<file path="config.mk">
export PLATFORM = sky130hd
export DESIGN_NAME = lru_recency_stack
export DESIGN_NICKNAME = d
export VERILOG_FILES = /design/src/sv/lrs_pkg.sv /design/src/sv/lrs_cell.sv /design/src/sv/lru_recency_stack.sv
export VERILOG_INCLUDE_DIRS = /design/src /design/src/sv
export SDC_FILE = /design/constraint.sdc
export NUM_CORES = 1
export LEC_CHECK = 0
export BUFFER_PORTS_ARGS = -buffer_cell sky130_fd_sc_hd__buf_2
export CAP_MARGIN = 20
export CORE_MARGIN = 4
export CORE_UTILIZATION = 35
export CTS_CLUSTER_SIZE = 25
export DETAILED_ROUTE_END_ITERATION = 10
export PLACE_DENSITY = 0.53
export RECOVER_POWER = 100
export SLEW_MARGIN = 0
export SYNTH_ARGS = -nofsm -noshare
export SYNTH_HDL_FRONTEND = slang
export SYNTH_SLANG_ARGS = --single-unit
export TNS_END_PERCENT = 10
</file>
<file path="constraint.sdc">
create_clock -name clk -period 16.5 [get_ports clk]
set_input_delay 2.475 -clock clk [delete_from_list [all_inputs] [get_ports clk]]
set_output_delay 2.475 -clock clk [all_outputs]
set_load 0.005 [all_outputs]
</file>
<file path="src/sv/lru_recency_stack_defines.svh">
// ---------------------------------------------------------------------------
// lru recency stack assertion macros
// Checks that can be compiled out with NO_ASSERTIONS.
// ---------------------------------------------------------------------------
`ifndef LRU_RECENCY_STACK_DEFINES_SVH
`define LRU_RECENCY_STACK_DEFINES_SVH

`ifndef NO_ASSERTIONS
// checked outside reset
`define LRS_ASSERT(lbl, prop, msg) \
  lbl: assert property (@(posedge clk) disable iff (rst) prop) else $error(msg);
// checked on every edge
`define LRS_ASSERT_ALWAYS(lbl, prop, msg) \
  lbl: assert property (@(posedge clk) prop) else $error(msg);
`else
`define LRS_ASSERT(lbl, prop, msg)
`define LRS_ASSERT_ALWAYS(lbl, prop, msg)
`endif

`endif

</file>
<file path="src/sv/lrs_pkg.sv">
// ---------------------------------------------------------------------------
// lru recency stack package
// Shared widths, register codes and the match chain type of the cell row.
// ---------------------------------------------------------------------------
package lrs_pkg;

  localparam int DEPTH_DEFAULT     = 8;
  localparam int KEY_WIDTH_DEFAULT = 32;

  localparam int DATA_W      = 32;  // request_key and evicted_key
  localparam int POS_W       = 3;   // hit_position
  localparam int OCC_W       = 4;   // occupancy
  localparam int CAP_W       = 4;   // capacity_in_use
  localparam int IN_TDATA_W  = 32;
  localparam int OUT_FIELD_W = 1 + POS_W + 1 + DATA_W + OCC_W;
  localparam int OUT_TDATA_W = ((OUT_FIELD_W + 7) / 8) * 8;
  localparam int APB_ADDR_W  = 3;
  localparam int APB_DATA_W  = 32;

  localparam logic [CAP_W-1:0] CAP_RESET = 4'd8;

  typedef enum logic {
    REG_CAPACITY = 1'b0
  } reg_index_t;

  // first-match information rippling down the cell row
  typedef struct packed {
    logic             hit;
    logic [POS_W-1:0] pos;
  } chain_t;

endpackage

</file>
<file path="src/sv/lrs_cell.sv">
// ---------------------------------------------------------------------------
// lru recency stack cell
// One list entry: compares against the request, passes first-match status
// on, and takes its front neighbor's entry when the list shifts.
// ---------------------------------------------------------------------------
module lrs_cell #(
  parameter int KEY_WIDTH = lrs_pkg::KEY_WIDTH_DEFAULT,
  parameter int DEPTH     = lrs_pkg::DEPTH_DEFAULT,
  parameter int INDEX     = 0
) (
  input  logic                              clk,
  input  logic                              load,
  input  logic [KEY_WIDTH-1:0]              key,
  input  logic [KEY_WIDTH-1:0]              prev_entry,
  input  logic [$clog2(DEPTH+1)-1:0]        count_eff,
  input  logic [$clog2(DEPTH+1)-1:0]        top_pos,
  input  lrs_pkg::chain_t                   chain_in,
  output lrs_pkg::chain_t                   chain_out,
  output logic [KEY_WIDTH-1:0]              entry
);
  import lrs_pkg::*;

  localparam int CW = $clog2(DEPTH+1);
  localparam logic [CW-1:0] MY_INDEX = CW'(INDEX);

  logic match;
  logic shift;

  assign match = (MY_INDEX < count_eff) && (entry == key);

  always_comb begin
    chain_out.hit = chain_in.hit | match;
    chain_out.pos = chain_in.hit ? chain_in.pos : POS_W'(INDEX);
  end

  // cells up to the first match (or up to the list top on a miss) move back
  assign shift = !chain_in.hit && (MY_INDEX <= top_pos);

  always_ff @(posedge clk) begin
    if (load && shift) begin
      entry <= prev_entry;
    end
  end

endmodule

</file>
<file path="src/sv/lru_recency_stack.sv">
// LRU recency stack: a move-to-front list of up to capacity_in_use keys held
// in a row of DEPTH cells, most recent key in cell 0. Every request is
// compared in all occupied cells at once; the first match ripples down the
// row, so one item is taken per clock cycle unless the output stalls; its
// result is in the output register from the next cycle. The input side is
// ready whenever the output register is empty or being taken in the same
// cycle. The cycle time is set by the first-match ripple through the cell
// row. Result fields are hit, hit_position, evicted_valid, evicted_key and
// occupancy; capacity values of 0 act as 1 and values above DEPTH as DEPTH.
// ---------------------------------------------------------------------------
// lru recency stack top level
// Cell row, occupancy count, capacity register and output register.
// ---------------------------------------------------------------------------
module lru_recency_stack #(
  parameter int DEPTH     = lrs_pkg::DEPTH_DEFAULT,
  parameter int KEY_WIDTH = lrs_pkg::KEY_WIDTH_DEFAULT
) (
  input  logic                            clk,
  input  logic                            rst,
  // request_key [31:0]
  input  logic [lrs_pkg::IN_TDATA_W-1:0]  s_tdata,
  input  logic                            s_tvalid,
  output logic                            s_tready,
  // hit [0], hit_position [3:1], evicted_valid [4], evicted_key [36:5],
  // occupancy [40:37], zero fill [47:41]
  output logic [lrs_pkg::OUT_TDATA_W-1:0] m_tdata,
  output logic                            m_tvalid,
  input  logic                            m_tready,
  input  logic                            psel,
  input  logic                            penable,
  input  logic                            pwrite,
  input  logic [lrs_pkg::APB_ADDR_W-1:0]  paddr,
  input  logic [lrs_pkg::APB_DATA_W-1:0]  pwdata,
  output logic [lrs_pkg::APB_DATA_W-1:0]  prdata,
  output logic                            pready
);
  import lrs_pkg::*;

  `include "lru_recency_stack_defines.svh"

  localparam int CW  = $clog2(DEPTH+1);
  localparam int EW  = (CW > CAP_W) ? CW : CAP_W;
  localparam int IW  = (DEPTH > 1) ? $clog2(DEPTH) : 1;
  localparam int PAD = OUT_TDATA_W - OUT_FIELD_W;

  logic [CAP_W-1:0]     capacity;
  logic [CW-1:0]        count;
  logic [CW-1:0]        count_next;
  logic [EW-1:0]        cap_ext;
  logic [CW-1:0]        cap_eff;
  logic [CW-1:0]        count_eff;
  logic [CW-1:0]        top_pos;
  logic                 full;
  logic                 hit;
  logic                 evict;
  logic                 accept;
  logic [KEY_WIDTH-1:0] key;
  logic [KEY_WIDTH-1:0] entries [DEPTH];
  logic [KEY_WIDTH-1:0] tail_entry;
  logic [POS_W-1:0]     hit_pos;
  logic [DATA_W-1:0]    evicted_key;
  chain_t               chain [DEPTH+1];

  // configuration port
  assign pready = 1'b1;

  always_ff @(posedge clk) begin
    if (rst) begin
      capacity <= CAP_RESET;
    end else if (psel && penable && pwrite && pready && paddr[2] == REG_CAPACITY) begin
      capacity <= pwdata[CAP_W-1:0];
    end
  end

  always_comb begin
    prdata = '0;
    if (paddr[2] == REG_CAPACITY) begin
      prdata = APB_DATA_W'(capacity);
    end
  end

  // effective capacity and occupancy
  assign cap_ext = EW'(capacity);

  always_comb begin
    if (cap_ext == '0) begin
      cap_eff = CW'(1);
    end else if (cap_ext > EW'(DEPTH)) begin
      cap_eff = CW'(DEPTH);
    end else begin
      cap_eff = CW'(cap_ext);
    end
  end

  // a lowered capacity silently drops entries past it
  assign count_eff = (count > cap_eff) ? cap_eff : count;
  assign full      = (count_eff == cap_eff);
  assign top_pos   = full ? (cap_eff - CW'(1)) : count_eff;

  assign key = KEY_WIDTH'($signed(s_tdata[DATA_W-1:0]));

  // cell row
  assign chain[0] = '0;

  for (genvar i = 0; i < DEPTH; i++) begin : g_cell
    logic [KEY_WIDTH-1:0] prev_entry;
    if (i == 0) begin : g_front
      assign prev_entry = key;
    end else begin : g_rest
      assign prev_entry = entries[i-1];
    end

    lrs_cell #(
      .KEY_WIDTH (KEY_WIDTH),
      .DEPTH     (DEPTH),
      .INDEX     (i)
    ) u_cell (
      .clk        (clk),
      .load       (accept),
      .key        (key),
      .prev_entry (prev_entry),
      .count_eff  (count_eff),
      .top_pos    (top_pos),
      .chain_in   (chain[i]),
      .chain_out  (chain[i+1]),
      .entry      (entries[i])
    );
  end

  assign hit         = chain[DEPTH].hit;
  assign hit_pos     = hit ? chain[DEPTH].pos : '0;
  assign evict       = !hit && full;
  assign tail_entry  = entries[IW'(cap_eff - CW'(1))];
  assign evicted_key = evict ? DATA_W'(tail_entry) : '0;
  assign count_next  = (!hit && !full) ? (count_eff + CW'(1)) : count_eff;

  // handshake and output register
  assign s_tready = !m_tvalid || m_tready;
  assign accept   = s_tvalid && s_tready;

  always_ff @(posedge clk) begin
    if (rst) begin
      count    <= '0;
      m_tvalid <= 1'b0;
    end else begin
      if (accept) begin
        count    <= count_next;
        m_tvalid <= 1'b1;
      end else if (m_tready) begin
        m_tvalid <= 1'b0;
      end
    end
  end

  always_ff @(posedge clk) begin
    if (accept) begin
      m_tdata <= {{PAD{1'b0}}, OCC_W'(count_next), evicted_key, evict, hit_pos, hit};
    end
  end

  `LRS_ASSERT(a_count_in_depth, count <= CW'(DEPTH), "occupancy beyond built depth")
  `LRS_ASSERT(a_accept_gives_result, accept |=> m_tvalid, "accepted item left no result")
  `LRS_ASSERT(a_miss_grows, (accept && !hit && !full) |=> (count == $past(count_eff) + CW'(1)), "miss on a list with room did not grow occupancy")
  `LRS_ASSERT(a_hit_keeps_count, (accept && hit) |=> (count == $past(count_eff)), "hit changed occupancy")
  `LRS_ASSERT(a_evict_excl_hit, (m_tvalid && m_tdata[4]) |-> !m_tdata[0], "eviction reported on a hit")

endmodule

</file>
Word level (Yosys, flattened, before mapping)
Index checks and enable logic that the tools add are counted.
- multiply operators: 0
- multiplexer cells: 18
- reduce and logical (&&, ||, !) cells: 42
- magnitude comparators: 19
- shift operators: 0
- $add $sub $neg: 2
- div/mod/pow operators: 0
- bitwise logic cells: 9
- equal/unequal tests: 9
- operators with widths (cell ; number):
    equality test 32 bit ; 8
    binary-select mux 32 bit (select 3 bit) ; 1
    2-to-1 mux 32 bit ; 2
    logical AND 1 bit ; 29
    2-to-1 mux 4 bit ; 6
    less-or-equal comparator 3 x 4 -> 1 bit (first input constant) ; 4
    less-than comparator 3 x 4 -> 1 bit (first input constant) ; 4
    2-to-1 mux 3 bit ; 4
    zero test 1 bit ; 10
    less-or-equal comparator 1 x 4 -> 1 bit (first input constant) ; 2
    less-or-equal comparator 2 x 4 -> 1 bit (first input constant) ; 2
    less-than comparator 1 x 4 -> 1 bit (first input constant) ; 2
    less-than comparator 2 x 4 -> 1 bit (first input constant) ; 2
    bitwise OR 1 bit ; 7
    adder 4 x 1 -> 4 bit (second input constant) ; 1
    equality test 4 bit ; 1
    >= comparator 4 bit (second input constant) ; 1
    > comparator 4 bit ; 1
    > comparator 4 bit (second input constant) ; 1
    zero test 4 bit ; 1
    2-to-1 mux 2 bit ; 2
    NOT 3 -> 4 bit ; 1
    subtractor 4 x 1 -> 4 bit (second input constant) ; 1
    2-to-1 mux 1 bit ; 3
    other kinds (3) ; 3
- RAM bits: 0
- memories kept: 0
- memory bits (read-only): 0
- output and inout bits: 83
- register bits: 306
- bits in latches: 0
- word-level logic and storage cells: 113
- input bits: 74

Longest topological paths before layout
- word-level depth: 17
- gate-level depth with buffers: 18
- depth with buffers taken out: 14

Cells and area by module
From an unflattened synthesis, not the netlist that was laid out.
- cell total of the unflattened synthesis: 1034
- area total of the unflattened synthesis: 15346.0 µm²
- modules (own cells, without submodules) (module ; area an instance (µm²) ; cells each ; seq. area each (µm²) ; instances):
    lru_recency_stack ; 4519.3 ; 380 ; 1411.4 ; 1
    lrs_cell at g_cell[2].u_cell ... ; 1353.8 ; 82 ; 960.9 ; 2
    lrs_cell at g_cell[0].u_cell ... ; 1348.8 ; 81 ; 960.9 ; 2
    lrs_cell at g_cell[1].u_cell ; 1361.3 ; 82 ; 960.9 ; 1
    lrs_cell at g_cell[5].u_cell ; 1357.6 ; 83 ; 960.9 ; 1
    lrs_cell at g_cell[6].u_cell ; 1352.5 ; 82 ; 960.9 ; 1
    lrs_cell at g_cell[3].u_cell ; 1350.0 ; 81 ; 960.9 ; 1

Worst setup path after synthesis
Ideal clock, no wire load.
- path kind: input -> register
- start: input port m_tready
- end: register g_cell[5].u_cell.entry[0] (enable)
- slack: 8220 ps
- setup time: 501 ps
- path buffers: 0
- cell stages on the path: 5
- required time: 15999 ps
- arrival time: 7779 ps
- cells stage by stage: nand2b_1 nand2_1 inv_1 o211ai_1 nor4_1
- cells in the longest elaborated chain, start to end: 3
- RTL lines (item ; RTL line ; source):
    start: declaration ; lru_recency_stack.sv:28 ; input logic m_tready,
    logical OR 1 bit ; lru_recency_stack.sv:138 ; assign s_tready = !m_tvalid || m_tready;
    logical AND 1 bit ; lru_recency_stack.sv:139 ; assign accept = s_tvalid && s_tready;
    net accept ; lru_recency_stack.sv:56 ; logic accept;
    logical AND 1 bit ; lrs_cell.sv:40 ; if (load && shift) begin
    end signal: assignment ; lrs_cell.sv:41 ; entry <= prev_entry;
    end: declaration ; lrs_cell.sv:19 ; output logic [KEY_WIDTH-1:0] entry
The timed path passes the listed nets, and every way through them passes these cells.
A chain may end at the register's enable or synchronous reset.

Worst setup path after layout
- start: register capacity[1], in the netlist cap_ext[1]
- end: register g_cell[3].u_cell.entry[13] (enable)
- cells in the longest elaborated chain, start to end: 12
- elaborated cells between the ends (all ways): 21
- those cells by class: add/sub: 1; order compare: 6; eq/ne: 1; mux: 4; bitwise: 2; reduce/logical: 7
- RTL lines (item ; RTL line ; source):
    start: declaration ; lru_recency_stack.sv:46 ; logic [CAP_W-1:0] capacity;
    start signal: assignment ; lru_recency_stack.sv:71 ; capacity <= pwdata[CAP_W-1:0];
    > comparator 4 bit ; lru_recency_stack.sv:88 ; end else if (cap_ext > EW'(DEPTH)) begin
    2-to-1 mux 4 bit ; lru_recency_stack.sv:88 ;
    2-to-1 mux 4 bit (*) ; lru_recency_stack.sv:86 ; if (cap_ext == '0) begin
    > comparator 4 bit ; lru_recency_stack.sv:96 ; assign count_eff = (count > cap_eff) ? cap_eff : count;
    2-to-1 mux 4 bit ; lru_recency_stack.sv:96 ;
    less-than comparator 1 x 4 -> 1 bit ; lrs_cell.sv:29 ; assign match = (MY_INDEX < count_eff) && (entry == key);
    logical AND 1 bit ; lrs_cell.sv:29 ;
    bitwise OR 1 bit (2 in series) ; lrs_cell.sv:32 ; chain_out.hit = chain_in.hit | match;
    zero test 1 bit ; lrs_cell.sv:37 ; assign shift = !chain_in.hit && (MY_INDEX <= top_pos);
    logical AND 1 bit (*) ; lrs_cell.sv:37 ;
    logical AND 1 bit (*) ; lrs_cell.sv:40 ;
    end signal: assignment ; lrs_cell.sv:41 ;
    end: declaration ; lrs_cell.sv:19 ;
Mark *: on every way between the ends. The rest lies on a longest branch, timed or not.

==> summary.md <==
The first global-routing pass estimated 65100 um of wire. The analysis attributes to cell leakage a power of 5.46 nW. The critical path goes through o21bai_1 > and2_0 > ha_1 > and4_1 > a21oi_1 > or3_1 > o21ai_0 > nor3_1 > clkbuf_1 > o211a_1 > clkbuf_1.

The worst-case IR drop observed on VDD is 63.5 uV. For this run, design rule violations remaining after detail routing come to 0. The layout has 4129 filler cells. The die covers 47500 sq um.

The initial antenna violation count was 1. The run gives 45500 um as the total length of routed wires. The tools report the source of the critical timing path as cap_ext[1]. At the later pin of the worst-skew pair, clock insertion delay measures 0.53 ns. The top flip-flop cell by instance count after synthesis was sky130_fd_sc_hd__edfxtp_1. The number of iterations in the first detailed-routing pass was 5.

Setup repair after global routing left no endpoint under its margin. The number of instances in the synthesized netlist was 1071. The tools report the buffer cell driving the clock tree root as sky130_fd_sc_hd__clkbuf_16. Biggest area consumer among synthesized cells: sky130_fd_sc_hd__edfxtp_1. Instance count along the most critical hold path: 0.

The clock passes through at most 3 buffers. Average routed wire per standard cell: 26.0 um. The die boundary width is 218 um, and the layout cell share with drive strength beyond 1 is 13.4%. Along the worst path, the maximum fanout reaches 39. The final number of max-transition violations is 385, and the delay of the slowest cell on the worst path is 2.85 ns. The async set-reset flop share out of synthesis is 0%. The final critical path takes up 59.9% of the cycle. Of the post-synthesis cell area, the dominant cell type holds 57.8%. The number of vias per cell was 5.24. The clock transition time at the flip-flop clock pins of the worst setup and hold paths was 0.06 ns. The tools report the net total in the final layout as 1226. Ranked by total cell area, the synthesized netlist is headed by sky130_fd_sc_hd__edfxtp_1, sky130_fd_sc_hd__xnor2_1, sky130_fd_sc_hd__mux4_2.

The number of gates resized after CTS was 0. Worst setup path endpoint: g_cell[3].u_cell.entry[13]. The total I/O pin count was 157; the flop and latch count out of synthesis was 306. Timing would allow up to 0.101 GHz. For the final database, setup skew stands at 0.0259 ns. The power density relative to cell area was 108 nW/um^2.

The slew at the pin closest to its max-slew limit is 3.93 ns, and the worst slew margin relative to its limit is -162%. Setup violations remaining at the end of the flow were counted as 0. Data arrives at the worst endpoint at 9.98 ns.

The clock drives 306 sinks. The number of flops mapped to enable cells by yosys was 297; the number of hold buffers added after CTS was 0. The total via count after detailed routing is 9187, and the synthesis-to-layout area growth is 11.4%.

The post-route antenna net violation count came out at 0. For this run, the total global-route usage over all layers was measured as 18.8%. The critical path's slowest cell was sky130_fd_sc_hd__and2_0. At the end of routability-driven placement, the weighted congestion stood at 0.881.

In this run, the number of DRC markers left after iteration 0 of detailed routing was 850. Port buffering added 90 buffers. After layout, the minimum clock period comes to 9.88 ns. Counting the buffers created by CTS gives 35.

The tools report the via count of the first global-routing pass as 9270. The final reports fail on max-capacitance violations, max-slew violations. TritonCTS built the clock tree. The most numerous cell type found on the critical path is sky130_fd_sc_hd__clkbuf_1. The worst setup path is captured at a register. The logs give 15400 sq um for the mapped cell area and 35.6% for the initial core utilization. Once detailed placement completed, the half-perimeter wirelength came to 33400 um.

The accumulated negative setup slack was 0 ns; the post-CTS setup buffer count was 0. The flow ran to the end, but the final reports show violations. The depth of the most critical reg-to-reg path was 11. The required time of the critical path was 16.59 ns; the worst hold slack across all endpoints was 0.488 ns. Core region area: 43300 sq um. The endpoint identified for the worst register-to-register timing path is g_cell[3].u_cell.entry[13]. The tightest min-delay check is of the reg2reg type.

Max-cap violations in this run came to 11. Kind of start point of the critical path: a register. Cells fill 39.7% of the core in the end. The synthesized area per cell works out to 14.4 sq um.

The sequential share of the synthesized area came out at 59.0%. The tools report the count of different cell masters after synthesis as 63. CTS built an H-tree with a depth of 2. The count of yosys warnings during synthesis is 0. The slack of the worst reg-to-reg path is 6.62 ns, and the global-route congestion overflow total is 0. Entering global routing, the biggest net connects 42 pins. Startpoint of the worst-slack reg-to-reg timing path: cap_ext[1]. In this run the core area contains 76 standard-cell rows. For the number of hold violations in the final report, the log shows 0. The floorplan step set the die height to 218 um. The critical path is of the reg2reg type.
-- cell usage in the layout, fill, tap and decap left out, types with 3 or more instances in the layout --
cell type / n
sky130_fd_sc_hd__dfxtp_1: 9
sky130_fd_sc_hd__clkbuf_16: 36
sky130_fd_sc_hd__mux4_2: 64
sky130_fd_sc_hd__buf_2: 22
sky130_fd_sc_hd__clkinv_1: 3
sky130_fd_sc_hd__o211ai_1: 3
sky130_fd_sc_hd__nor4_1: 35
sky130_fd_sc_hd__a31oi_1: 4
sky130_fd_sc_hd__nand2b_1: 3
sky130_fd_sc_hd__nor3_1: 9
sky130_fd_sc_hd__inv_1: 7
sky130_fd_sc_hd__nand4_1: 48
sky130_fd_sc_hd__edfxtp_1: 297
sky130_fd_sc_hd__a21oi_1: 42
sky130_fd_sc_hd__xor2_1: 96
sky130_fd_sc_hd__nor2b_1: 4
sky130_fd_sc_hd__nor2_1: 16
sky130_fd_sc_hd__clkbuf_1: 87
sky130_fd_sc_hd__clkinv_2: 4
sky130_fd_sc_hd__conb_1: 36
sky130_fd_sc_hd__xnor2_1: 165
sky130_fd_sc_hd__mux2i_1: 5
sky130_fd_sc_hd__nand2_1: 92
sky130_fd_sc_hd__nand3_1: 11
sky130_fd_sc_hd__buf_4: 4
sky130_fd_sc_hd__o21ai_0: 6
sky130_fd_sc_hd__ha_1: 5
-- cell families (layout without fill, tap and decap cells) --
family	after synthesis	count (layout)	synth area share (%)
multiplexers	71	71	9.82
buffers and inverters	107	169	4.10
AO/OA/AOI/OAI	75	75	3.19
other	2	37	0.0487
adder cells (fa/ha/maj)	6	6	0.487
AND/OR/NAND/NOR	241	241	8.41
XOR/XNOR	263	263	14.9
flip-flops	306	306	59.0
-- sequential cells by signal, summed over array words and instances (netlist names) --
signal,flops
g_cell.u_cell.entry,256
m_tdata,41
cap_ext,4
count,4
m_tvalid,1
-- through the flow --
stage	total power [mW]	area [sq um]	std cells	setup WS, ns
CTS	1.87	17300	1751	11.02
global placement	1.14	16300	1693	10.51
global route	1.91	17200	1752	5.74
detailed placement	1.15	16300	1693	10.44
finish	1.85	17200	1753	6.62
floorplan	1.07	15500	1105	8.22
-- cell type report --
class,instances,area (sq um),share of cell area (%)
sequential,306,9100,53.0
multi-input combinational,692,5860,34.1
clock buffer,49,970,5.64
tap,585,732,4.26
timing repair buffer,102,425,2.48
clock inverter,9,56.3,0.328
inverter,9,35.0,0.204
antenna,1,2.50,0.0146
-- worst max-delay path: cells and delay by family (launching register included) --
family / cells / cell delay (ns)
flops: 1 / 0.40
fa+ha+maj: 1 / 0.65
buf+inv: 2 / 3.19
simple gates: 4 / 3.72
compound gates: 4 / 1.48
-- layer usage --
layer	share of wire [%]	up-vias	GRT usage [%]
li1	-	4085	-
met1	45	4688	27.2
met2	46	342	29.3
met3	5.8	72	2.72
met4	3.3	0	6.30
met5	0	-	0
-- cells in the mapped netlist, types with 2 or more instances --
library cell               count
sky130_fd_sc_hd__or4_4         2
sky130_fd_sc_hd__buf_4        38
sky130_fd_sc_hd__nand4_1      48
sky130_fd_sc_hd__o211a_1       2
sky130_fd_sc_hd__xnor2_1     166
sky130_fd_sc_hd__and2_1        3
sky130_fd_sc_hd__xor2_1       97
sky130_fd_sc_hd__nand2b_1      3
sky130_fd_sc_hd__ha_1          6
sky130_fd_sc_hd__nand3_1      11
sky130_fd_sc_hd__dfxtp_1       9
sky130_fd_sc_hd__o211ai_1      3
sky130_fd_sc_hd__edfxtp_1    297
sky130_fd_sc_hd__a31oi_1       4
sky130_fd_sc_hd__a21oi_1      42
sky130_fd_sc_hd__nor2b_1       4
sky130_fd_sc_hd__or2_1         2
sky130_fd_sc_hd__conb_1        2
sky130_fd_sc_hd__o21ai_0       4
sky130_fd_sc_hd__mux2i_1       5
sky130_fd_sc_hd__nor2_1       16
sky130_fd_sc_hd__nor3_1        8
sky130_fd_sc_hd__nor4_1       36
sky130_fd_sc_hd__o211ai_2      2
sky130_fd_sc_hd__mux4_2       64
sky130_fd_sc_hd__or3_1         2
sky130_fd_sc_hd__buf_2        38
sky130_fd_sc_hd__clkbuf_1     20
sky130_fd_sc_hd__nand2_1      92
sky130_fd_sc_hd__a21o_1        2
sky130_fd_sc_hd__inv_1         8
sky130_fd_sc_hd__o21ai_1       4
-- how the worst min path moves through the flow --
stage	start	end	slack, ns
final	g_cell[1].u_cell.entry[29]	g_cell[2].u_cell.entry[29]	0.49
after CTS	g_cell[1].u_cell.entry[29]	g_cell[2].u_cell.entry[29]	0.49
after detailed placement	g_cell[5].u_cell.entry[18]	g_cell[6].u_cell.entry[18]	0.48
after global routing	g_cell[5].u_cell.entry[31]	g_cell[6].u_cell.entry[31]	0.50
after floorplan	g_cell[1].u_cell.entry[0]	g_cell[2].u_cell.entry[0]	0.47
after global placement	g_cell[5].u_cell.entry[18]	g_cell[6].u_cell.entry[18]	0.47
-- power by group --
part | internal [mW] | total (mW) | switching, mW
clock | 0.409 | 0.718 | 0.309
sequential | 0.908 | 0.942 | 0.0335
combinational | 0.0663 | 0.187 | 0.121
(Power assumes the default switching activity.)
